## src/sv/fld_pkg.sv

```systemverilog
// Shared types, constants and helpers for the fixed-length frame deframer.
// No dependencies.
`default_nettype none

package fld_pkg;

    localparam int FRAME_BYTES_DEF = 43;
    localparam int COUNT_W         = 32;
    localparam int ADDR_W          = 4;
    localparam int DATA_W          = 32;

    // Frame layout
    localparam int MODE_OFF  = 2;
    localparam int WORD_OFF  = 19;
    localparam int WORD_CNT  = 4;
    localparam int PICK_CNT  = 1 + 4 * WORD_CNT;

    // Register indexes
    localparam logic [1:0] REG_HEAD_FIRST  = 2'd0;
    localparam logic [1:0] REG_HEAD_SECOND = 2'd1;
    localparam logic [1:0] REG_TAIL_FIRST  = 2'd2;
    localparam logic [1:0] REG_TAIL_SECOND = 2'd3;

    typedef struct packed {
        logic [7:0] head_first;
        logic [7:0] head_second;
        logic [7:0] tail_first;
        logic [7:0] tail_second;
    } cfg_t;

    // Sequencer to cell row and result register
    typedef struct packed {
        logic load;
        logic shift;
        logic out_load;
        logic out_frame;
    } chain_ctrl_t;

    // Cell row and result register to sequencer
    typedef struct packed {
        logic head_hit;
        logic tail_hit;
        logic out_free;
    } chain_stat_t;

    function automatic logic [COUNT_W-1:0] sat_inc(input logic [COUNT_W-1:0] v);
        return (v == {COUNT_W{1'b1}}) ? v : v + COUNT_W'(1);
    endfunction

endpackage

`default_nettype wire

```

## src/sv/fld_cell.sv

```systemverilog
// One byte cell of the deframer window row.
// Loads a received byte or takes its right neighbor's byte on a shift.
`default_nettype none

module fld_cell (
    input  wire logic       clk,
    input  wire logic       load,
    input  wire logic       shift,
    input  wire logic [7:0] din,
    input  wire logic [7:0] nbr,
    output logic      [7:0] q
);

    logic [7:0] q_reg;

    // Load the new byte, or advance toward the front
    always_ff @(posedge clk)
    begin
        if (load)
        begin
            q_reg <= din;
        end
        else if (shift)
        begin
            q_reg <= nbr;
        end
    end

    assign q = q_reg;

endmodule

`default_nettype wire

```

## src/sv/fld_regs.sv

```systemverilog
// APB configuration registers of the frame deframer.
// Depends on fld_pkg.
`default_nettype none

module fld_regs
    import fld_pkg::*;
(
    input  wire logic              clk,
    input  wire logic              rst_n,
    input  wire logic              psel,
    input  wire logic              penable,
    input  wire logic              pwrite,
    input  wire logic [ADDR_W-1:0] paddr,
    input  wire logic [DATA_W-1:0] pwdata,
    output logic      [DATA_W-1:0] prdata,
    output logic                   pready,
    output cfg_t                   cfg
);

    cfg_t       cfg_reg;
    logic [1:0] idx;
    logic [7:0] rd_byte;

    assign idx    = paddr[3:2];
    assign pready = 1'b1;

    // Write on the access phase
    always_ff @(posedge clk or negedge rst_n)
    begin
        if (!rst_n)
        begin
            cfg_reg <= '0;
        end
        else if (psel && penable && pwrite)
        begin
            unique case (idx)
                REG_HEAD_FIRST:  cfg_reg.head_first  <= pwdata[7:0];
                REG_HEAD_SECOND: cfg_reg.head_second <= pwdata[7:0];
                REG_TAIL_FIRST:  cfg_reg.tail_first  <= pwdata[7:0];
                REG_TAIL_SECOND: cfg_reg.tail_second <= pwdata[7:0];
                default:         cfg_reg <= cfg_reg;
            endcase
        end
    end

    // Read back
    always_comb
    begin
        unique case (idx)
            REG_HEAD_FIRST:  rd_byte = cfg_reg.head_first;
            REG_HEAD_SECOND: rd_byte = cfg_reg.head_second;
            REG_TAIL_FIRST:  rd_byte = cfg_reg.tail_first;
            REG_TAIL_SECOND: rd_byte = cfg_reg.tail_second;
            default:         rd_byte = '0;
        endcase
    end

    assign prdata = {{(DATA_W - 8){1'b0}}, rd_byte};
    assign cfg    = cfg_reg;

endmodule

`default_nettype wire

```

## src/sv/fld_seq.sv

```systemverilog
// Sequencer of the frame deframer: window fill, scan steps and counters.
// Depends on fld_pkg; drives the cell row through chain_ctrl_t.
`default_nettype none

module fld_seq
    import fld_pkg::*;
#(
    parameter int FRAME_BYTES = FRAME_BYTES_DEF,
    parameter int FILL_W      = $clog2(FRAME_BYTES + 1)
) (
    input  wire logic               clk,
    input  wire logic               rst_n,
    input  wire logic               in_valid,
    output logic                    in_ready,
    input  chain_stat_t             stat,
    output chain_ctrl_t             ctrl,
    output logic [FILL_W-1:0]       fill,
    output logic [COUNT_W-1:0]      seen_count,
    output logic [COUNT_W-1:0]      drop_count,
    output logic [COUNT_W-1:0]      reject_count
);

    localparam logic [1:0] ST_IDLE = 2'd0;
    localparam logic [1:0] ST_SCAN = 2'd1;
    localparam logic [1:0] ST_DONE = 2'd2;

    localparam logic [FILL_W-1:0] FILL_FULL = FILL_W'(FRAME_BYTES);
    localparam logic [FILL_W-1:0] FILL_TWO  = FILL_W'(2);

    logic [1:0]         state_reg,  state_next;
    logic [FILL_W-1:0]  fill_reg,   fill_next;
    logic [COUNT_W-1:0] seen_reg,   seen_next;
    logic [COUNT_W-1:0] drop_reg,   drop_next;
    logic [COUNT_W-1:0] reject_reg, reject_next;
    logic               pend_reg,   pend_next;
    logic               done;
    logic               done_frame;

    always_comb
    begin
        state_next  = state_reg;
        fill_next   = fill_reg;
        seen_next   = seen_reg;
        drop_next   = drop_reg;
        reject_next = reject_reg;
        pend_next   = pend_reg;
        ctrl        = '0;
        done        = 1'b0;
        done_frame  = 1'b0;

        unique case (state_reg)
            // Take a byte and append it at the fill point unless the row is full
            ST_IDLE:
            begin
                if (in_valid)
                begin
                    seen_next = sat_inc(seen_reg);
                    if (fill_reg < FILL_FULL)
                    begin
                        ctrl.load = 1'b1;
                        fill_next = fill_reg + FILL_W'(1);
                    end
                    state_next = ST_SCAN;
                end
            end
            // One scan step: stop, emit, or drop the front byte
            ST_SCAN:
            begin
                if (fill_reg < FILL_TWO)
                begin
                    done = 1'b1;
                end
                else if (stat.head_hit && (fill_reg != FILL_FULL))
                begin
                    done = 1'b1;
                end
                else if (stat.head_hit && stat.tail_hit)
                begin
                    done       = 1'b1;
                    done_frame = 1'b1;
                    fill_next  = '0;
                end
                else
                begin
                    if (stat.head_hit)
                    begin
                        reject_next = sat_inc(reject_reg);
                    end
                    drop_next  = sat_inc(drop_reg);
                    ctrl.shift = 1'b1;
                    fill_next  = fill_reg - FILL_W'(1);
                end
            end
            // Wait for the result register
            ST_DONE:
            begin
                done       = 1'b1;
                done_frame = pend_reg;
            end
            default:
            begin
                state_next = ST_IDLE;
            end
        endcase

        // Hand the result over, or hold it until the register frees
        if (done)
        begin
            if (stat.out_free)
            begin
                ctrl.out_load  = 1'b1;
                ctrl.out_frame = done_frame;
                state_next     = ST_IDLE;
            end
            else
            begin
                pend_next  = done_frame;
                state_next = ST_DONE;
            end
        end
    end

    always_ff @(posedge clk or negedge rst_n)
    begin
        if (!rst_n)
        begin
            state_reg  <= ST_IDLE;
            fill_reg   <= '0;
            seen_reg   <= '0;
            drop_reg   <= '0;
            reject_reg <= '0;
            pend_reg   <= 1'b0;
        end
        else
        begin
            state_reg  <= state_next;
            fill_reg   <= fill_next;
            seen_reg   <= seen_next;
            drop_reg   <= drop_next;
            reject_reg <= reject_next;
            pend_reg   <= pend_next;
        end
    end

    assign in_ready     = (state_reg == ST_IDLE);
    assign fill         = fill_reg;
    assign seen_count   = seen_reg;
    assign drop_count   = drop_reg;
    assign reject_count = reject_reg;

endmodule

`default_nettype wire

```

## src/sv/fixed_length_frame_deframer.sv

```systemverilog
// Fixed-length frame deframer: bytes enter a row of FRAME_BYTES cells that
// shifts toward the front one byte per cycle while dropping, as the sequencer hunts
// for the two-byte header and checks the trailer once a full frame sits in the row.
// Each byte is accepted and then scanned; every byte dropped from the front of the
// row adds one scan step, so one item takes one more scan step than the bytes it
// causes to be dropped, at most FRAME_BYTES - 1 of them. No new byte is accepted
// until the item is done. When the previous result is still waiting in the output
// register at the end of the scan, the item holds in a wait state until the
// receiver takes that result. There is no clearing pass after reset.
// Depends on fld_pkg, fld_cell, fld_regs and fld_seq.
`default_nettype none

module fixed_length_frame_deframer
    import fld_pkg::*;
#(
    parameter int FRAME_BYTES = FRAME_BYTES_DEF
) (
    input  wire logic               clk,
    input  wire logic               rst_n,
    input  wire logic               psel,
    input  wire logic               penable,
    input  wire logic               pwrite,
    input  wire logic [ADDR_W-1:0]  paddr,
    input  wire logic [DATA_W-1:0]  pwdata,
    output logic      [DATA_W-1:0]  prdata,
    output logic                    pready,
    input  wire logic               in_valid,
    output logic                    in_ready,
    input  wire logic [7:0]         byte_in,
    output logic                    out_valid,
    input  wire logic               out_ready,
    output logic                    frame_valid,
    output logic      [7:0]         mode,
    output logic      [31:0]        yaw_word,
    output logic      [31:0]        yaw_rate_word,
    output logic      [31:0]        pitch_word,
    output logic      [31:0]        pitch_rate_word,
    output logic      [COUNT_W-1:0] total_count,
    output logic      [COUNT_W-1:0] discard_count,
    output logic      [COUNT_W-1:0] bad_count
);

    localparam int FILL_W = $clog2(FRAME_BYTES + 1);

    cfg_t               cfg;
    chain_ctrl_t        ctrl;
    chain_stat_t        stat;
    logic [FILL_W-1:0]  fill;
    logic [COUNT_W-1:0] seen_count;
    logic [COUNT_W-1:0] drop_count;
    logic [COUNT_W-1:0] reject_count;

    logic [7:0]  cell_q [FRAME_BYTES];
    logic [7:0]  pick   [PICK_CNT];
    logic [31:0] word_w [WORD_CNT];

    logic               out_valid_reg;
    logic               frame_valid_reg;
    logic [7:0]         mode_reg;
    logic [31:0]        word_reg [WORD_CNT];
    logic [COUNT_W-1:0] total_reg;
    logic [COUNT_W-1:0] discard_reg;
    logic [COUNT_W-1:0] bad_reg;

    fld_regs u_regs (
        .clk     (clk),
        .rst_n   (rst_n),
        .psel    (psel),
        .penable (penable),
        .pwrite  (pwrite),
        .paddr   (paddr),
        .pwdata  (pwdata),
        .prdata  (prdata),
        .pready  (pready),
        .cfg     (cfg)
    );

    fld_seq #(
        .FRAME_BYTES (FRAME_BYTES),
        .FILL_W      (FILL_W)
    ) u_seq (
        .clk          (clk),
        .rst_n        (rst_n),
        .in_valid     (in_valid),
        .in_ready     (in_ready),
        .stat         (stat),
        .ctrl         (ctrl),
        .fill         (fill),
        .seen_count   (seen_count),
        .drop_count   (drop_count),
        .reject_count (reject_count)
    );

    // Row of window cells, front at index 0
    for (genvar i = 0; i < FRAME_BYTES; i++)
    begin : g_cell
        logic [7:0] nbr;
        if (i == FRAME_BYTES - 1)
        begin : g_last
            assign nbr = '0;
        end
        else
        begin : g_mid
            assign nbr = cell_q[i + 1];
        end
        fld_cell u_cell (
            .clk   (clk),
            .load  (ctrl.load && (fill == FILL_W'(i))),
            .shift (ctrl.shift),
            .din   (byte_in),
            .nbr   (nbr),
            .q     (cell_q[i])
        );
    end

    // Header at the front, trailer at the last two cells
    assign stat.head_hit = (cell_q[0] == cfg.head_first) && (cell_q[1] == cfg.head_second);
    assign stat.tail_hit = (cell_q[FRAME_BYTES - 2] == cfg.tail_first) &&
                           (cell_q[FRAME_BYTES - 1] == cfg.tail_second);
    assign stat.out_free = !out_valid_reg || out_ready;

    // Pick the mode byte and word bytes; offsets past the frame read as zero
    for (genvar j = 0; j < PICK_CNT; j++)
    begin : g_pick
        localparam int OFF = (j == 0) ? MODE_OFF : WORD_OFF + j - 1;
        if (OFF < FRAME_BYTES)
        begin : g_in
            assign pick[j] = cell_q[OFF];
        end
        else
        begin : g_out
            assign pick[j] = '0;
        end
    end

    // Assemble little-endian words
    for (genvar k = 0; k < WORD_CNT; k++)
    begin : g_word
        assign word_w[k] = {pick[1 + 4*k + 3], pick[1 + 4*k + 2],
                            pick[1 + 4*k + 1], pick[1 + 4*k]};
    end

    // Result valid: set on load, drop when taken
    always_ff @(posedge clk or negedge rst_n)
    begin
        if (!rst_n)
        begin
            out_valid_reg <= 1'b0;
        end
        else if (ctrl.out_load)
        begin
            out_valid_reg <= 1'b1;
        end
        else if (out_ready)
        begin
            out_valid_reg <= 1'b0;
        end
    end

    // Result payload
    always_ff @(posedge clk)
    begin
        if (ctrl.out_load)
        begin
            frame_valid_reg <= ctrl.out_frame;
            mode_reg        <= ctrl.out_frame ? pick[0] : '0;
            for (int k = 0; k < WORD_CNT; k++)
            begin
                word_reg[k] <= ctrl.out_frame ? word_w[k] : '0;
            end
            total_reg   <= seen_count;
            discard_reg <= drop_count;
            bad_reg     <= reject_count;
        end
    end

    assign out_valid       = out_valid_reg;
    assign frame_valid     = frame_valid_reg;
    assign mode            = mode_reg;
    assign yaw_word        = word_reg[0];
    assign yaw_rate_word   = word_reg[1];
    assign pitch_word      = word_reg[2];
    assign pitch_rate_word = word_reg[3];
    assign total_count     = total_reg;
    assign discard_count   = discard_reg;
    assign bad_count       = bad_reg;

endmodule

`default_nettype wire

```

## config.mk

```make
export PLATFORM = sky130hd
export DESIGN_NAME = fixed_length_frame_deframer
export DESIGN_NICKNAME = d
export VERILOG_FILES = /design/src/sv/fld_pkg.sv /design/src/sv/fld_cell.sv /design/src/sv/fld_regs.sv /design/src/sv/fld_seq.sv /design/src/sv/fixed_length_frame_deframer.sv
export SDC_FILE = /design/constraint.sdc
export NUM_CORES = 1
export LEC_CHECK = 0
export BUFFER_PORTS_ARGS = -buffer_cell sky130_fd_sc_hd__buf_2
export CORE_UTILIZATION = 40
export CTS_CLUSTER_DIAMETER = 200
export CTS_CLUSTER_SIZE = 14
export DETAILED_ROUTE_END_ITERATION = 12
export PLACE_DENSITY = 0.58
export SETUP_SLACK_MARGIN = 0.02
export SLEW_MARGIN = 30
export SYNTH_ARGS = -nofsm -noshare
export SYNTH_HDL_FRONTEND = slang
export SYNTH_SLANG_ARGS = --single-unit
```

## constraint.sdc

```tcl
create_clock -name clk -period 13.2 [get_ports clk]
set_clock_uncertainty 0.05 [all_clocks]
set_input_delay 2.64 -clock clk [delete_from_list [all_inputs] [get_ports clk]]
set_output_delay 2.64 -clock clk [all_outputs]
set_load 0.03 [all_outputs]
```

# Word-level counts from Yosys, hierarchy flattened
# Memory sizes are Yosys's and may differ from the RTL's.
# Index checks and enable logic that the tools add are counted.
# Widths: inputs -> output; s select.
dict set report word_totals {
  memories 1
  ram_bits 128
  regBits 587
  inputBits 51
  out_inout_bits 268
}
# name depth word_bits rd rd_clocked_by_memory_dff wr line_no
set memory_table {}
lappend memory_table {word_reg 4 32 4 0 4 fixed_length_frame_deframer.sv:60} ;# logic [31:0] word_reg [WORD_CNT];
dict set report op_classes {
  muxes 121
  n_eq_ne 61
  addsub 5
  bitwise 7
  n_reduce_logical 110
  order_cmp 2
}
# cell count
set op_table {}
lappend op_table {{$mux 8} 86}
lappend op_table {{$mux 32} 4}
lappend op_table {{$add 32x1->32 const B} 3}
lappend op_table {{$eq 32x32->1 const B} 3}
lappend op_table {{$eq 6x5->1 const B} 16}
lappend op_table {{$reduce_bool 2->1} 45}
lappend op_table {{$eq 6x6->1 const B} 11}
lappend op_table {{$logic_and 1x1->1} 49}
lappend op_table {{$eq 6x4->1 const B} 8}
lappend op_table {{$eq 8x8->1} 4}
lappend op_table {{$pmux 8 s4} 1}
lappend op_table {{$mux 6} 5}
lappend op_table {{$eq 6x3->1 const B} 4}
lappend op_table {{$mux 1} 16}
lappend op_table {{$eq 6x2->1 const B} 2}
lappend op_table {{$pmux 6 s2} 1}
lappend op_table {{$reduce_and 2->1} 6}
lappend op_table {{$mux 2} 5}
lappend op_table {{$reduce_and 5->1} 2}
lappend op_table {{$not 1->1} 7}
lappend op_table {{$add 6x1->6 const B} 1}
lappend op_table {{$eq 2x2->1 const B} 3}
lappend op_table {{$eq 6x1->1 const B} 1}
lappend op_table {{$logic_not 6->1} 1}
lappend op_table {{16 further kinds} 22}

# Longest topological paths before layout
# Gate-level depths: netlist of run 1.
dict set report logic_depth {
  ltp_word 11
  depth_mapped 10
  mapped_depth_nobuf 8
}

# Cells and area by module
# From an unflattened synthesis of run 1, not the netlist that was laid out.
dict set report unflattened {
  hier_cells 1917
  hier_area_um2 32144.6
}
# mod instances area_per_inst_um2 cells_per_inst seq_area_each_um2
set by_module_without_submodules {}
lappend by_module_without_submodules {fld_cell 43 377.9 18 240.2}
lappend by_module_without_submodules {fixed_length_frame_deframer 1 8629.5 504 7021.7}
lappend by_module_without_submodules {fld_seq 1 5641.7 532 2627.5}
lappend by_module_without_submodules {fld_regs 1 1625.3 107 800.8}

# Worst setup path after synthesis of run 1
# No wires, ideal clock.
dict set report synth_path {
  path_kind {input port to flip-flop}
  start {input port out_ready}
  end {register bad_reg[0], in the netlist bad_count[0], enable pin}
  arrival_time_ps 12378
  slack_ps -58
  n_path_buf 0
  setup_ps 830
  path_stages 2
  path_cell_list {nor2b_1 nor2_1}
}
# element line_no
set synth_lines {}
lappend synth_lines {{start: declaration} fixed_length_frame_deframer.sv:31} ;# input wire logic out_ready,
lappend synth_lines {{end signal: assignment} fixed_length_frame_deframer.sv:173} ;# bad_reg <= reject_count;
lappend synth_lines {{end: declaration} fixed_length_frame_deframer.sv:63} ;# logic [COUNT_W-1:0] bad_reg;

# Worst setup path in the final report of run 1
dict set report layout_path {
  start {input port paddr[2]}
  end {output port prdata[4]}
}
dict set report layout_via {
  elab_chain_len 2
}
# element line_no
set layout_rtl {}
lappend layout_rtl {{start: declaration} fixed_length_frame_deframer.sv:23} ;# input wire logic [ADDR_W-1:0] paddr,
lappend layout_rtl {{$eq 2x2->1, or another cell as far along} fld_regs.sv:49} ;# unique case (idx)
lappend layout_rtl {{$pmux 8 s4 *} fld_regs.sv:49}
lappend layout_rtl {{end: declaration} fixed_length_frame_deframer.sv:25} ;# output logic [DATA_W-1:0] prdata,
# Every way passes the cells marked *; elsewhere a longest branch is shown, timed or not.

==> results.md, run 1 <==
- Core area: approximately 74000 sq um
- Buffers on Ports: ~270
- Num CTS Buffers: between 50 and 60
- Final net count: 2225
- Async set or reset register ratio after synthesis: roughly 19%
- CP Cell Sequence: buf_2, mux4_2, buf_2
- Slowest cell delay on critical path: 580 ps
- Clock-pin slew on the worst setup and hold paths: approximately 70 ps
- RR Startpoint: g_cell[41].u_cell.q[3]
- Critical path's top delay family: multiplexers
- Vias/cell: ~5
- Worst path bufs/invs: 2
- Skew-Pair Late Insertion Delay: 640 ps
- Crit path capture type: output port
- Filler instances: ~6600
- I/O pin count: between 300 and 400
- GRT overflow: 0
- CTS Sinks: a little over 700
- First-pass GRT wire length: between 100 and 150 mm
- Buffer levels on the longest clock path: 3
- Hold EP: bad_count[16]
- Slowest-stage cell, CP: mux4_2
- Initial antenna violation count: 0
- Primary FF master, synth: edfxtp_1
- Setup CP Type: in -> out
- Synthesized flop and latch total: slightly above 700
- Static leakage: 12.7 nW
- Fmax: between 0.15 and 0.2 GHz
- Yosys cell types: 59
- Syn Std Cell Area: between 30000 and 40000 sq um
- DRT Pass-1 Iters: 5
- CP Max Fanout: 12
- Vias: 16300
- Largest net degree at the start of global routing: between 100 and 150
- Setup-failing EPs final: 0
- Setup WS post-layout: 6760 ps
- Outcome: complete, no violations
- Power Density: 196 nW/um^2
- Post-CTS Setup Inserts: 0
- FP Rows: 100
- Commonest non-fill, non-tap cells in the layout: edfxtp_1 (577), mux2_2 (371), buf_2 (260)
- CTS tree: done
- Hold_ws: between 400 and 500 ps
- VDD IR-drop max: 116 uV
- Initial Utilization: 40.4%
- Final min period: 6440 ps
- WHS Path Cells: 0
- FF-to-FF End: word_reg[0][17]
- DRT Wirelength: 65.8 mm
- Synthesized instance count: between 1500 and 2000
- Wire per inst: a little over 20 microns
- MaxCap Viol Count: 0
- Max Slew Vio Count: 0
- FF-to-FF path depth: 8
- N_diodes: 0
- Type of origin of the critical path: input pin
- Area grow syn2layout: 13.3%
- Max_slew headroom: 33.0%
- Die H: roughly 280 microns
- Max FFs per register: roughly 340
- Worst-Margin Slew: roughly 1000 ps
- Die width: roughly 280 microns
- Gr usage total: between 10% and 20%
- Post-synth top area cell: edfxtp_1
- Full die area: around 76000 sq um
- Vias in the first global route: between 15000 and 20000
- Root buf cell: clkbuf_16
- H-tree depth: 2
- Detailed Place HPWL: around 42 mm
- Top cell type's share of synthesized area: 57.7%
- Iteration-0 DRC Markers: 1021
- # hold bufs at CTS: 0
- EDFF count, synth: 577
- Seq/Total Area, Yosys: 69.2%
- CP Data Required Time: 10510 ps
- Routed Antenna Nets: 0
- Cell mode on critical path: buf_2
- Hold path startpoint: u_seq.reject_count[16]
- Commonest non-fill, non-tap cell in the layout: edfxtp_1
- Layout cells sized above 1: between 30% and 40%
- WP data arrival: between 3000 and 4000 ps
- Pre-CTS WS: a little under 7000 ps
- Unrepaired setup endpoints after global routing: no
- Endpoints failing hold: 0
- Tcrit/Tclk final: about half
- Worst hold path class: reg -> reg
- YS warnings: 0
- # DRC: 0
- Area contributors post-synth: edfxtp_1 (58%), mux2_2 (14%), dfrtp_1 (11%)
- Final GP Congestion: between 0.7 and 0.8
- Worst reg-to-reg setup slack: 9240 ps
- Syn avg cell area: 15.8 sq um
- TNS Setup: 0 ps
- Post-CTS Resized: 0
==> kinds of logic (layout without fill, tap and decap cells) <==
group / Yosys count / after routing / synth area share, %
AOI/OAI and AO/OA: 60 / 60 / 1.24
buffers and inverters: 121 / 399 / 1.94
and+or+nand+nor: 483 / 483 / 8.95
muxes: 381 / 381 / 14.6
xor gates and xnor gates: 125 / 125 / 3.64
DFF: 715 / 715 / 69.2
other: 2 / 25 / 0.0250
adders and majority gates: 11 / 11 / 0.458
==> area by class of cell <==
class                   instances  area (sq um)  area share [%]
clock buffers                  91          1550            4.57
repair buffers                283          1530            4.48
clock inverters                 4          82.6           0.243
well taps                     969          1210            3.56
multi-input cells            1085          8790            25.8
flip-flops and latches        715         20800            61.1
inverters                      21          78.8           0.232
==> worst max path at each step <==
stage / startpoint / endpoint / slack, ps / depth (start not counted)
2_1_floorplan: out_ready / bad_count[0] / 3870 / 2
3_3_place_gp: paddr[2] / prdata[4] / 6740 / 3
3_5_place_dp: paddr[2] / prdata[4] / 6740 / 3
4_1_cts: paddr[2] / prdata[4] / 6740 / 3
5_1_grt: paddr[2] / prdata[5] / 6690 / 3
6_report: paddr[2] / prdata[4] / 6760 / 3
==> per-layer routing <==
layer	track usage, %	part of all wire (%)	vias up
met1	23.1	44	8296
met4	4.34	2.1	0
met2	28.2	48	390
met3	3.97	5.9	77
met5	0	0	-
li1	-	-	7525
==> synthesized netlist by cell type (26+ instances only) <==
cell	number
and2_1	149
buf_4	26
clkbuf_1	63
dfrtp_1	138
edfxtp_1	577
mux2_2	371
nand2_1	82
nand3_1	61
nand4_1	30
nor2_1	66
o21ai_0	33
xnor2_1	54
xor2_1	71
==> worst register-to-register path, delay by kind of cell, from the launching register on <==
family,cells,cell delay (ps)
simple gates,5,2190
buf+inv,1,700
flops,1,440
compound gates,1,260
xor+xnor,1,190
==> where the power goes <==
part,internal [mW],switching [mW],leakage (nW)
registers,3.42,0.342,7.43
clock network,0.808,0.791,0.778
logic,0.572,0.758,4.54
==> metrics by stage <==
stage | total power [mW] | instances | area (sq um) | util, %
6_report | 6.69 | 3168 | 34000 | 45.8
5_1_grt | 7.02 | 3168 | 34000 | 45.8
4_1_cts | 6.75 | 3168 | 34000 | 45.8
3_5_place_dp | 5.12 | 3073 | 32400 | 43.6
3_3_place_gp | 5.09 | 3071 | 32300 | 43.5
2_1_floorplan | 4.65 | 1921 | 30100 | -
No activity file was read; power rests on OpenSTA's default activity.
==> run 2: changes to the inputs <==
--- a/config.mk
+++ b/config.mk
@@ -5,12 +5,13 @@
 export SDC_FILE = /design/constraint.sdc
 export NUM_CORES = 1
 export LEC_CHECK = 0
+export ABC_AREA = 1
 export BUFFER_PORTS_ARGS = -buffer_cell sky130_fd_sc_hd__buf_2
 export CORE_UTILIZATION = 40
 export CTS_CLUSTER_DIAMETER = 200
 export CTS_CLUSTER_SIZE = 14
 export DETAILED_ROUTE_END_ITERATION = 12
-export PLACE_DENSITY = 0.58
+export PLACE_DENSITY = 0.6
 export SETUP_SLACK_MARGIN = 0.02
 export SLEW_MARGIN = 30
 export SYNTH_ARGS = -nofsm -noshare
==> constraint.sdc (replaced) <==
create_clock -name clk -period 5.5 [get_ports clk]
set_clock_uncertainty 0.05 [all_clocks]
set_input_delay 1.1 -clock clk [delete_from_list [all_inputs] [get_ports clk]]
set_output_delay 1.1 -clock clk [all_outputs]
set_load 0.03 [all_outputs]
==> run 2 against run 1 <==
  * Combinational power grew to 2.9 times the previous value
  * Sequential share of layout area is 1.0 points lower
  * Clock power is 140% higher
  * Register-to-register slack worse by 7000 ps
  * Critical path depth up 3
  * Synthesized cell count rose by 56%
  * Count of clock-buffer cells in the layout shrank 1
  * Sequential power up 150%
  * Total power rose to 2.5 times the previous value
  * Critical path type unchanged
  * Largest cell class unchanged
==> results.md, run 2 <==
- Commonest non-fill, non-tap cells in the layout: nand2_1 (810), edfxtp_1 (577), o21ai_0 (415) (was edfxtp_1 (577), mux2_2 (371), buf_2 (260))
- Pre-CTS WS: 1650 ps (was 6740 ps)
- EDFF count, synth: 577 (unchanged)
- Post-CTS Resized: 0 (unchanged)
- Final Core Density: 45.5% (was 45.8%)
- Max Slew Vio Count: 0 (unchanged)
- Static leakage: 14.7 nW (was 12.7 nW)
- Primary FF master, synth: edfxtp_1 (unchanged)
- Die width: 280 microns (was 276 microns)
- Area grow syn2layout: 12.2% (was 13.3%)
- Top cell type's share of synthesized area: 56.2% (was 57.7%)
- Num CTS Buffers: 57 (unchanged)
- # hold bufs at CTS: 0 (unchanged)
- Power Density: 492 nW/um^2 (was 196 nW/um^2)
- Worst hold path class: reg -> reg (unchanged)
- Wire per inst: 17.5 microns (was 20.8 microns)
- Crit path capture type: output port (unchanged)
- DRT Pass-1 Iters: 6 (was 5)
- FF-to-FF path depth: 12 (was 8)
- # DRC: 0 (unchanged)
- Async set or reset register ratio after synthesis: 19.3% (unchanged)
- FP Rows: 101 (was 100)
- VDD IR-drop max: 224 uV (was 116 uV)
- Synthesized instance count: 2957 (was 1898)
- GRT overflow: 0 (unchanged)
- RR Startpoint: u_regs.cfg[19] (was g_cell[41].u_cell.q[3])
- Setup CP Type: in -> out (unchanged)
- I/O pin count: 319 (unchanged)
- Buffers on Ports: 267 (unchanged)
- Yosys cell types: 35 (was 59)
- Core area: 76100 sq um (was 74300 sq um)
- Skew-Pair Late Insertion Delay: 640 ps (about the same)
- Initial Utilization: 40.5% (was 40.4%)
- Vias: 20500 (was 16300)
- Gr usage total: 19.0% (was 17.2%)
- Type of origin of the critical path: input pin (unchanged)
- Commonest cells post-synth: nand2_1 (810), edfxtp_1 (577), o21ai_0 (415) (was edfxtp_1 (577), mux2_2 (371), and2_1 (149))
- Worst-Margin Slew: 890 ps (was 1000 ps)
- Count leader, synth: nand2_1 (was edfxtp_1)
- N_diodes: 0 (unchanged)
- Placed Cells: 4143 (was 3073)
- Max_slew headroom: 40.6% (was 33.0%)
- Unrepaired setup endpoints after global routing: no (unchanged)
- FF-to-FF End: word_reg[3][19] (was word_reg[0][17])
- Post-synth top area cell: edfxtp_1 (unchanged)
- Post-CTS Setup Inserts: 0 (unchanged)
- DRT Wirelength: 74.2 mm (was 65.8 mm)
- MaxCap Viol Count: 0 (unchanged)
- Final GP Congestion: 0.900 (was 0.779)
- CTS Sinks: 715 (unchanged)
- Synthesized flop and latch total: 715 (unchanged)
- H-tree depth: 2 (unchanged)
- Outcome: complete, no violations (unchanged)
- Routed Antenna Nets: 0 (unchanged)
- Fmax: 0.287 GHz
- Critical Path Source: paddr[2] (unchanged)
- Final min period: between 3000 and 4000 ps
- YS warnings: 0 (unchanged)
- Vias/cell: 4.84 (was 5.14)
- Syn Std Cell Area: 30800 sq um (was 30000 sq um)
- TNS Setup: 0 ps (unchanged)
- Endpoints failing hold: 0 (unchanged)
- First-pass GRT wire length: 114 mm (was 102 mm)
- Filler instances: 7219 (was 6559)
- Commonest non-fill, non-tap cell in the layout: nand2_1 (was edfxtp_1)
- Setup WS post-layout: 2010 ps (was 6760 ps)
- CP Max Fanout: 9 (was 12)
- Clock-pin slew on the worst setup and hold paths: 70 ps (about the same)
- Setup-failing EPs final: 0 (unchanged)
- Detailed Place HPWL: 49.0 mm (was 42.4 mm)
- Buffer levels on the longest clock path: 3 (unchanged)
- Layout cells sized above 1: 11.1% (was 33.8%)
- Crit path to: prdata[0] (was prdata[4])
- Die H: 280 microns (was 276 microns)
- Largest net degree at the start of global routing: 150 (was 102)
- Vias in the first global route: 19300 (was 17100)
- Iteration-0 DRC Markers: 1922 (was 1021)
- CTS tree: done (unchanged)
- Root buf cell: clkbuf_16 (unchanged)
- Tcrit/Tclk final: between 60 and 70%
- Area contributors post-synth: edfxtp_1 (56%), dfrtp_1 (11%), nand2_1 (9.9%) (was edfxtp_1 (58%), mux2_2 (14%), dfrtp_1 (11%))
- Final net count: 3234 (was 2225)
- Initial antenna violation count: 0 (unchanged)
- WP data arrival: 2340 ps (was 3750 ps)
- Max FFs per register: 344 (unchanged)
- CP Data Required Time: 4350 ps (was 10510 ps)
- Seq/Total Area, Yosys: 67.4% (was 69.2%)
- Full die area: 78200 sq um (was 76200 sq um)
- Worst reg-to-reg setup slack: 2200 ps (was 9240 ps)
- Syn avg cell area: 10.4 sq um (was 15.8 sq um)
- Fin cells: 4237 (was 3168)
-- run 2: per-layer routing --
| metal | up-vias | GRT usage (%) | wire (microns) | part of all wire, % |
|---|---|---|---|---|
| met2 | 553 | 30.3 | 34500 | 47 |
| li1 | 10200 | - | - | - |
| met4 | 0 | 5.07 | 1650 | 2.2 |
| met3 | 93 | 3.05 | 4060 | 5.5 |
| met5 | - | 0 | 0 | 0 |
| met1 | 9709 | 27.0 | 34000 | 46 |
-- run 2: kinds of logic after synthesis --
kind of cell / Yosys count / share of synthesized area, %
flops: 715 / 67.4
compound gates: 443 / 7.30
other cells: 2 / 0.0244
buf+inv: 459 / 6.06
xor+xnor: 101 / 2.87
simple gates: 1226 / 15.9
fa+ha+maj: 11 / 0.446
-- run 2: critical path, stage by stage --
cell and delay (ps):
buf_2 110, inv_1 50, nor2_1 490, nand2_1 150
o2111ai_1 180, buf_2 260
-- run 2: how the worst min path moves through the flow --
| stage | slack (ps) | cells past startpoint | from | to |
|---|---|---|---|---|
| 6_report | 440 | 0 | u_seq.seen_count[4] | total_count[4] |
| 5_1_grt | 460 | 0 | u_seq.seen_count[4] | total_count[4] |
| 4_1_cts | 440 | 0 | u_seq.seen_count[4] | total_count[4] |
| 3_5_place_dp | 430 | 0 | u_seq.seen_count[4] | total_count[4] |
| 3_3_place_gp | 420 | 2 | u_seq.pend_reg | u_seq.pend_reg |
| 2_1_floorplan | 400 | 0 | u_seq.seen_count[28] | total_count[28] |
-- run 2: cell type report --
| class | instances | area [sq um] | share of cell area, % |
|---|---|---|---|
| clock inverter | 4 | 57.6 | 0.166 |
| tap | 1030 | 1290 | 3.72 |
| timing repair buffer | 276 | 1440 | 4.15 |
| inverter | 316 | 1200 | 3.47 |
| multi-input combinational | 1806 | 8290 | 24.0 |
| sequential | 715 | 20800 | 60.0 |
| clock buffer | 90 | 1550 | 4.48 |
-- run 2: metrics by stage --
stage               area (sq um)  power (mW)  hold WS (ps)
detailed placement         33000        13.3           428
floorplan                  30900        12.0           396
CTS                        34600        17.2           444
global route               34600        18.1           459
finish                     34600        17.0           444
global placement           33000        13.3           420
-- run 2: report_power, final --
part	internal (mW)	leakage [nW]	switching, mW
clock	1.93	0.767	1.89
combinational	1.06	6.57	2.80
sequential	8.42	7.32	0.936
total	11.4	14.7	5.62
